## src/hw/rtl/deq_pkg.sv

```systemverilog
// ----------------------------------------------------------------------------
// deq_pkg: shared types and constants for the double-ended queue
// Ring geometry, command and status codes, and the structs between modules.
// ----------------------------------------------------------------------------
package deq_pkg;

  // Ring depth. Must be a power of two so ring positions wrap by truncation.
  localparam int DEPTH   = 16;
  localparam int ADDR_W  = $clog2(DEPTH);
  localparam int CNT_W   = $clog2(DEPTH + 1);
  localparam int DATA_W  = 32;
  localparam int ENTRY_W = 5;

  typedef enum logic [1:0] {
    CMD_PUSH_FRONT = 2'd0,
    CMD_PUSH_BACK  = 2'd1,
    CMD_POP_FRONT  = 2'd2,
    CMD_POP_BACK   = 2'd3
  } cmd_t;

  typedef enum logic [1:0] {
    ST_OK        = 2'd0,
    ST_POP_EMPTY = 2'd1,
    ST_PUSH_FULL = 2'd2
  } status_t;

  typedef enum logic {
    S_IDLE = 1'b0,
    S_OUT  = 1'b1
  } state_t;

  typedef struct packed {
    logic              we;
    logic [ADDR_W-1:0] waddr;
    logic [DATA_W-1:0] wdata;
    logic [ADDR_W-1:0] raddr_front;
    logic [ADDR_W-1:0] raddr_back;
  } mem_req_t;

  typedef struct packed {
    logic             load;
    logic [CNT_W-1:0] count;
    status_t          status;
  } deq_stat_t;

endpackage

```

## src/hw/rtl/deq_ram.sv

```systemverilog
// ----------------------------------------------------------------------------
// deq_ram: ring storage
// One write port and two registered read ports; a read of the entry being
// written in the same cycle returns the new data.
// ----------------------------------------------------------------------------
module deq_ram (
  input  logic                  clk,
  input  deq_pkg::mem_req_t     req,
  output logic [deq_pkg::DATA_W-1:0] rdata_front,
  output logic [deq_pkg::DATA_W-1:0] rdata_back
);
  import deq_pkg::*;

  logic [DATA_W-1:0] mem [DEPTH];

  always_ff @(posedge clk) begin
    if (req.we) begin
      mem[req.waddr] <= req.wdata;
    end
  end

  always_ff @(posedge clk) begin
    if (req.we && (req.waddr == req.raddr_front)) begin
      rdata_front <= req.wdata;
    end else begin
      rdata_front <= mem[req.raddr_front];
    end
    if (req.we && (req.waddr == req.raddr_back)) begin
      rdata_back <= req.wdata;
    end else begin
      rdata_back <= mem[req.raddr_back];
    end
  end

endmodule

```

## src/hw/rtl/deq_ptr.sv

```systemverilog
// ----------------------------------------------------------------------------
// deq_ptr: pointer control for the double-ended queue
// Holds the front position and entry count, decodes commands, issues the
// ring write and the two reads that fetch the new front and back entries.
// ----------------------------------------------------------------------------
module deq_ptr (
  input  logic                          clk,
  input  logic                          rst,
  input  logic                          in_valid,
  output logic                          in_ready,
  input  deq_pkg::cmd_t                 cmd,
  input  logic [deq_pkg::DATA_W-1:0]    value,
  input  logic                          out_free,
  output deq_pkg::mem_req_t             req,
  output deq_pkg::deq_stat_t            stat
);
  import deq_pkg::*;

  state_t             state, state_next;
  logic [ADDR_W-1:0]  front, front_next;
  logic [CNT_W-1:0]   count, count_next;
  status_t            status, status_next;
  logic               is_full_now, is_empty_now;

  assign is_full_now  = (count == CNT_W'(DEPTH));
  assign is_empty_now = (count == '0);

  always_comb begin
    front_next  = front;
    count_next  = count;
    status_next = status;
    state_next  = state;
    in_ready    = 1'b0;
    stat.load   = 1'b0;
    stat.count  = count;
    stat.status = status;
    req.we      = 1'b0;
    req.waddr   = front;
    req.wdata   = value;
    unique case (state)
      S_IDLE: begin
        in_ready = 1'b1;
        if (in_valid) begin
          state_next  = S_OUT;
          status_next = ST_OK;
          case (cmd)
            CMD_PUSH_FRONT: begin
              if (is_full_now) begin
                status_next = ST_PUSH_FULL;
              end else begin
                front_next = front - ADDR_W'(1);
                req.we     = 1'b1;
                req.waddr  = front - ADDR_W'(1);
                count_next = count + CNT_W'(1);
              end
            end
            CMD_PUSH_BACK: begin
              if (is_full_now) begin
                status_next = ST_PUSH_FULL;
              end else begin
                req.we     = 1'b1;
                req.waddr  = front + count[ADDR_W-1:0];
                count_next = count + CNT_W'(1);
              end
            end
            CMD_POP_FRONT: begin
              if (is_empty_now) begin
                status_next = ST_POP_EMPTY;
              end else begin
                front_next = front + ADDR_W'(1);
                count_next = count - CNT_W'(1);
              end
            end
            default: begin
              if (is_empty_now) begin
                status_next = ST_POP_EMPTY;
              end else begin
                count_next = count - CNT_W'(1);
              end
            end
          endcase
        end
      end
      S_OUT: begin
        if (out_free) begin
          stat.load  = 1'b1;
          state_next = S_IDLE;
        end
      end
      default: state_next = S_IDLE;
    endcase
    // Reads are issued for the state after the command; unused when empty.
    req.raddr_front = front_next;
    req.raddr_back  = front_next + count_next[ADDR_W-1:0] - ADDR_W'(1);
  end

  always_ff @(posedge clk) begin
    if (rst) begin
      state  <= S_IDLE;
      front  <= '0;
      count  <= '0;
      status <= ST_OK;
    end else begin
      state  <= state_next;
      front  <= front_next;
      count  <= count_next;
      status <= status_next;
    end
  end

endmodule

```

## src/hw/rtl/double_ended_queue.sv

```systemverilog
// ----------------------------------------------------------------------------
// double_ended_queue: bounded double-ended queue of signed 32-bit values
// Ring buffer of DEPTH entries with push and pop at both ends; each command
// returns the front and back values, entry count, flags and a status code.
// ----------------------------------------------------------------------------
//
// Channel   Dir  Fields (lowest bit first)
// s_*       in   tuser: command[1:0]; tdata: value[31:0]
// m_*       out  tdata: front_value[31:0], back_value[63:32],
//                entry_count[68:64], is_empty[69], is_full[70],
//                status[72:71], zero fill[79:73]
//
// For each command, the transfer cycle updates the pointers and writes the
// ring, and the next cycle receives the registered read data for the new
// front and back entries; the next command is accepted once that result is
// loaded. The output register holds one finished result; a stalled output
// lets the next command be accepted, and the block then waits with s_tready
// low until that result is taken. Reset clears the pointers and count; the
// ring contents need no clearing since only stored entries are read.
//
module double_ended_queue (
  input  logic        clk,
  input  logic        rst,
  input  logic        s_tvalid,
  output logic        s_tready,
  input  logic [31:0] s_tdata,   // value[31:0]
  input  logic [1:0]  s_tuser,   // command[1:0]
  output logic        m_tvalid,
  input  logic        m_tready,
  output logic [79:0] m_tdata    // front, back, count, empty, full, status
);
  import deq_pkg::*;

  mem_req_t          req;
  deq_stat_t         stat;
  logic [DATA_W-1:0] rd_front, rd_back;
  logic              out_free;
  logic              empty_now, full_now;

  // The output register can take a new result when empty or being drained.
  assign out_free = !m_tvalid || m_tready;

  deq_ptr u_ptr (
    .clk      (clk),
    .rst      (rst),
    .in_valid (s_tvalid),
    .in_ready (s_tready),
    .cmd      (cmd_t'(s_tuser)),
    .value    (s_tdata),
    .out_free (out_free),
    .req      (req),
    .stat     (stat)
  );

  deq_ram u_ram (
    .clk         (clk),
    .req         (req),
    .rdata_front (rd_front),
    .rdata_back  (rd_back)
  );

  assign empty_now = (stat.count == '0);
  assign full_now  = (stat.count == CNT_W'(DEPTH));

  // Result register. An empty deque reports zero for both end values.
  always_ff @(posedge clk) begin
    if (rst) begin
      m_tvalid <= 1'b0;
    end else if (stat.load) begin
      m_tvalid <= 1'b1;
    end else if (m_tready) begin
      m_tvalid <= 1'b0;
    end
  end

  always_ff @(posedge clk) begin
    if (stat.load) begin
      m_tdata[31:0]  <= empty_now ? '0 : rd_front;
      m_tdata[63:32] <= empty_now ? '0 : rd_back;
      m_tdata[68:64] <= ENTRY_W'(stat.count);
      m_tdata[69]    <= empty_now;
      m_tdata[70]    <= full_now;
      m_tdata[72:71] <= stat.status;
      m_tdata[79:73] <= '0;
    end
  end

  // The entry count never exceeds the ring depth.
  a_count_bound: assert property (@(posedge clk) disable iff (rst)
    stat.count <= CNT_W'(DEPTH))
    else $error("entry count above ring depth");

  // A pop on an empty deque leaves the count at zero.
  a_pop_empty: assert property (@(posedge clk) disable iff (rst)
    (s_tvalid && s_tready && s_tuser[1] && (stat.count == '0))
      |=> (stat.count == '0) && (stat.status == ST_POP_EMPTY))
    else $error("pop on empty changed state");

  // A push on a full deque is dropped and reported.
  a_push_full: assert property (@(posedge clk) disable iff (rst)
    (s_tvalid && s_tready && !s_tuser[1] && (stat.count == CNT_W'(DEPTH)))
      |=> (stat.count == CNT_W'(DEPTH)) && (stat.status == ST_PUSH_FULL))
    else $error("push on full changed state");

  // A result is loaded only into a free output register.
  a_load_free: assert property (@(posedge clk) disable iff (rst)
    stat.load |-> (!m_tvalid || m_tready))
    else $error("result overwrote a pending output");

endmodule

```

## config.mk

```make
export PLATFORM = sky130hd
export DESIGN_NAME = double_ended_queue
export DESIGN_NICKNAME = d
export VERILOG_FILES = /design/src/hw/rtl/deq_pkg.sv /design/src/hw/rtl/deq_ram.sv /design/src/hw/rtl/deq_ptr.sv /design/src/hw/rtl/double_ended_queue.sv
export SDC_FILE = /design/constraint.sdc
export NUM_CORES = 1
export LEC_CHECK = 0
export BUFFER_PORTS_ARGS = -buffer_cell sky130_fd_sc_hd__buf_4
export CORE_MARGIN = 5
export CORE_UTILIZATION = 45
export CTS_BUF_LIST = sky130_fd_sc_hd__clkbuf_16
export DETAILED_ROUTE_END_ITERATION = 7
export GPL_TIMING_DRIVEN = 0
export PLACE_DENSITY = 0.69
export SYNTH_ARGS = -nofsm -noshare
export SYNTH_HDL_FRONTEND = slang
export SYNTH_SLANG_ARGS = --single-unit
```

## constraint.sdc

```tcl
create_clock -name clk -period 13.2 [get_ports clk]
set_input_delay 2.64 -clock clk [delete_from_list [all_inputs] [get_ports clk]]
set_output_delay 2.64 -clock clk [all_outputs]
set_load 0.005 [all_outputs]
```

# Yosys cells after proc, flatten, opt, wreduce, memory -nomap -nowiden

Memories as Yosys holds them, arrays and structs flattened. A register that Yosys moved wholly into a read port is not among the register bits.
Cells that the tools add are included.
Widths: inputs -> output; s select.

Reductions and logical operators: 8
$add $sub $neg: 7
Bitwise operators: 1
Muxes and demuxes: 28
Eq/ne operators: 5

Operators with widths:

| operator            | count |
|---|---|
| $mux 5              | 7 |
| $mux 4              | 6 |
| $mux 1              | 10 |
| $pmux 5 s2          | 1 |
| $add 4x4->4         | 2 |
| $pmux 4 s2          | 1 |
| $sub 4x1->4 const B | 2 |
| $add 5x1->5 const B | 1 |
| $eq 5x5->1 const B  | 1 |
| $logic_not 5->1     | 1 |
| $sub 5x1->5 const B | 1 |
| $add 4x1->4 const B | 1 |
| $mux 2              | 2 |
| $ne 2x2->1 const B  | 2 |
| $reduce_and 4->1    | 1 |
| $eq 2x1->1 const B  | 1 |
| $eq 2x2->1 const B  | 1 |
| $logic_not 2->1     | 1 |
| $pmux 1 s2          | 1 |
| $reduce_and 2->1    | 1 |
| $reduce_bool 2->1   | 1 |
| $reduce_or 2->1     | 1 |
| $logic_not 1->1     | 1 |
| $logic_or 1x1->1    | 1 |
| $not 1->1           | 1 |

Memories kept: 1
Memory bits (writable): 512
Word-level logic and storage cells: 58
Bits in registers: 86
Bits of input ports: 38
Output and inout port bits: 82

Memories:

| memory    | words | width | rd ports | clocked after memory_dff | write ports | line          | RTL |
|---|---|---|---|---|---|---|---|
| u_ram.mem | 16    | 32    | 2        | 2                        | 1           | deq_ram.sv:14 | `logic [DATA_W-1:0] mem [DEPTH];` |

# Logic depth before layout (Yosys ltp)

Depth after elaboration: 7
Gate-level depth with buffers: 14
Depth with buffers taken out: 13

# Hierarchy

A second synthesis with hierarchy kept.

Cell total of the unflattened synthesis: 1,454
Area total of the unflattened synthesis: 27,616.5 µm²

By module, submodules not included:

| module             | area an instance (µm²) | instances | cells an instance | seq. area each (µm²) |
|---|---|---|---|---|
| deq_ram            | 23,082.1               | 1         | 1,085             | 15,534.9 |
| double_ended_queue | 2,949.1                | 1         | 167               | 2,212.1 |
| deq_ptr            | 1,585.3                | 1         | 202               | 240.2 |

# Worst setup path after synthesis

Ideal clock, no wire load.

Kind: input-to-reg
From: in m_tready
To: reg m_tdata[0], enable pin
Stages on the path: 2
Data arrival time: 6.277 ns
Buffers on the path: 0
Required time: 12.670 ns
Library setup time: 0.530 ns
Setup slack: 6.392 ns
Path through: inv_1 > a21oi_1

RTL lines:

| element                | line                     | RTL |
|---|---|---|
| start: declaration     | double_ended_queue.sv:29 | `input logic m_tready,` |
| end signal: assignment | double_ended_queue.sv:78 | `m_tdata[31:0] <= empty_now ? '0 : rd_front;` |
| end: declaration       | double_ended_queue.sv:30 | `output logic [79:0] m_tdata` |

# Worst setup path in the final report

From: in s_tuser[1]
To: mem u_ram.mem[12][10], enable pin

Cells in the longest elaborated chain, start to end: 6
Elaborated cells between the ends (all ways): 7
Classes of those cells: eq/ne: 1; mux: 5; reduce/logical: 1

Ends and longest elaborated chain:

| element                                       | line                     | RTL |
|---|---|---|
| start: declaration                            | double_ended_queue.sv:27 | `input logic [1:0] s_tuser,` |
| $eq 2x1->1 or $logic_not 2->1 (tied branches) | deq_ptr.sv:46            | `case (cmd)` |
| $pmux 5 s2 (*)                                | deq_ptr.sv:46            |  |
| $mux 5 (*)                                    | deq_ptr.sv:43            | `if (in_valid) begin` |
| $mux 5 (*)                                    | deq_ptr.sv:40            | `unique case (state)` |
| $mux 1                                        | deq_ram.sv:17            | `if (req.we) begin` |
| $mux 1 (implied by the code)                  | deq_ram.sv:18            | `mem[req.waddr] <= req.wdata;` |
| end: declaration                              | deq_ram.sv:14            |  |

Mark *: on every way between the ends. The rest lies on a longest branch, timed or not.

==> run metrics <==
status complete, no violations; area delta synth->final 16.2%; # clock sinks slightly above 600; root buf cell clkbuf_16; Yosys top cell area share approximately 65%; CTS hold repair buffers 0; CP Class in2reg; initial core utilization 45.2%; Final setup viols 0; sequential-to-total area share from yosys stat about two thirds; I/O pin count 120; async set or reset register ratio after synthesis 0%; Maximum Capacitance Violations 0; Ant. Diodes 0; Gate power share 29.4%; Die Span Y between 200 and 300 um; routed len/inst about 32 um; vias roughly 14,000; Power Internal ~4 mW; Synth cell types 50; Post-Place Cell Area between 20,000 and 30,000 um^2; Die Footprint 65,200 um^2; fin nets 1,503; Post-synth EDFFs between 500 and 600; largest area contributor in the synthesized netlist edfxtp_1; IO Port Bufs around 110; Max Root-Sink Buffers 3; worst slew pin tran between 1 and 1.5 ns; layout cell share with drive strength beyond 1 40.6%; vias in the first global route between 15,000 and 20,000; Crit. End Element register; Mapped Cells 1,248; Die Wd around 260 um; row count 90; CTS tree yes; worst hold path class reg2reg; yosys warns 0; Antenna Nets Post-Route 0; Num CTS Buffers 60; Worst-path clk slew roughly 0.060 ns; DRT Pass-1 Iters 6; Finished Layout Cells 2,281; most frequent cell after synthesis edfxtp_1; grt ovf 0; Hold Violations, Final 0; syn_area_per_cell 21.7 um^2; Post-Route WL 72,600 um; FF-to-FF path depth 12; number of synthesized register bits between 600 and 700; Worst Setup Start Kind input port; Final Skew ~0.016 ns; Cell Area, Synth between 20,000 and 30,000 um^2; Clock power frac a little under a third; pwr/cell area 175 nW/um^2; Fillers between 4,000 and 5,000; maximum clock frequency about 190 MHz; Synth area leaders edfxtp_1 (65%), mux4_2 (27%), nor2b_1 (1.7%), dfxtp_1 (1.6%), buf_2 (0.57%); post-cts sizing count 0; fin crit period roughly 5.3 ns; htree depth 2; core area 60,000 um^2; Final Instance Area between 30,000 and 40,000 um^2; CP Max Fanout 14; post-CTS setup buffer count 0; # DRC 0; DPL Wire Length ~46,000 um; Net Sw Power approximately 1.6 mW; initial antenna violation count 2; ys flop type edfxtp_1; Seq pwr share between 40% and 50%; Slew Viols, Final 0; data required time at the worst endpoint approximately 14 ns; Lkg Pwr around 10 nW; Worst EP arrival 5.62 ns; Final Cycle Share between 40% and 50%; Commonest cells post-synth edfxtp_1 (585), mux4_2 (320), nor2b_1 (72), clkbuf_1 (41), nor2_1 (38); final setup TNS 0 ns; vias per cell 6.31; # placed instances approximately 2,200; initial DRC count around 1,800; Max VDD drop about 0.00012 V; GRT Util Overall between 20% and 30%; Skew-Pair Late Insertion Delay around 0.62 ns; Sw Ratio about 29%; worst hold path depth 0; RSZ-0062 raised after global routing false; Worst slew margin roughly 6.3%; GP Congestion slightly above 0.8; pin count of the biggest net entering global routing 29; first-pass GRT wire length 104,000 um
-- layout by cell type (no fill, tap or decap), drive strengths merged, types with 3 or more instances in the layout --
cell type,instances
nor3,6
o21ai,9
dfxtp,21
nor2b,72
nor3b,3
xnor2,7
bufinv,5
buf,185
ha,12
clkbuf,103
mux2i,5
edfxtp,585
clkinv,34
nor2,38
a21oi,9
conb,7
nand2,14
mux4,320
inv,24
-- through the flow --
step           hold slack (ns)  utilization [%]  total power [mW]  setup WS (ns)
5_1_grt                  0.460             52.5              5.69           7.74
3_3_place_gp             0.413             48.2              3.86           3.97
6_report                 0.438             52.5              5.50           7.90
3_5_place_dp             0.422             49.3              3.89           7.26
2_1_floorplan            0.403                -              3.34           6.39
4_1_cts                  0.444             52.5              5.53           7.89
-- logic make-up (layout without fill, tap and decap cells) --
kind of cell	count (synthesis)	after routing	share of synthesized area (%)
XOR/XNOR	9	9	0.369
flip-flops	606	606	66.4
multiplexers	327	327	26.9
adder cells (fa/ha/maj)	14	14	0.702
AND/OR/NAND/NOR	151	151	3.10
buffers and inverters	108	353	1.84
AO/OA/AOI/OAI	32	32	0.766
other	1	7	0.0138
-- worst paths after layout --
check	startpoint	end	slack, ns
setup / recovery	s_tuser[1]	u_ram.mem[12][10]	7.90
hold / removal	u_ptr.status[0]	m_tdata[71]	0.44
setup reg to reg	u_ptr.count[1]	register	9.29
hold reg to reg	u_ptr.status[0]	m_tdata[71]	0.44
-- per-layer routing --
| metal | share of wire, % | wire length [um] | track usage (%) |
|---|---|---|---|
| met2 | 49 | 35300 | 35.4 |
| met4 | 2.9 | 2090 | 6.81 |
| met1 | 38 | 27700 | 30.1 |
| met3 | 10 | 7520 | 5.63 |
| met5 | 0.034 | 25 | 0 |
-- sequential cells by signal, indices dropped and copies added, names as in the netlist, named ones only --
signal        count
u_ptr.count       5
u_ptr.state       1
m_tdata          73
u_ram.mem       512
u_ptr.status      2
u_ptr.front       4
m_tvalid          1
-- worst max-delay path, cell delays in order --
cell	delay (ns)
buf_4	0.13
nor3b_1	0.42
nand2_1	0.21
o311ai_0	0.68
a311oi_4	0.43
nor2_4	0.65
buf_16	0.24
buf_16	0.18
-- power groups by stage --
stage	clock network (mW)	logic [mW]	registers, mW
after floorplan	0	1.06	2.27
after global placement	0	1.58	2.28
after detailed placement	0	1.62	2.27
after CTS	1.67	1.62	2.23
after global routing	1.75	1.70	2.24
final	1.65	1.62	2.23
-- layout make-up --
class	count	area, um^2	area share, %
Multi-Input combinational cell	540	8790	27.9
Clock inverter	49	347	1.10
Timing Repair Buffer	135	1370	4.35
Clock buffer	61	1530	4.85
Inverter	16	60.1	0.191
Tap cell	782	978	3.11
Sequential cell	606	18000	57.1
Buffer	92	438	1.39
Note: power is estimated with default switching activity, not from simulation.
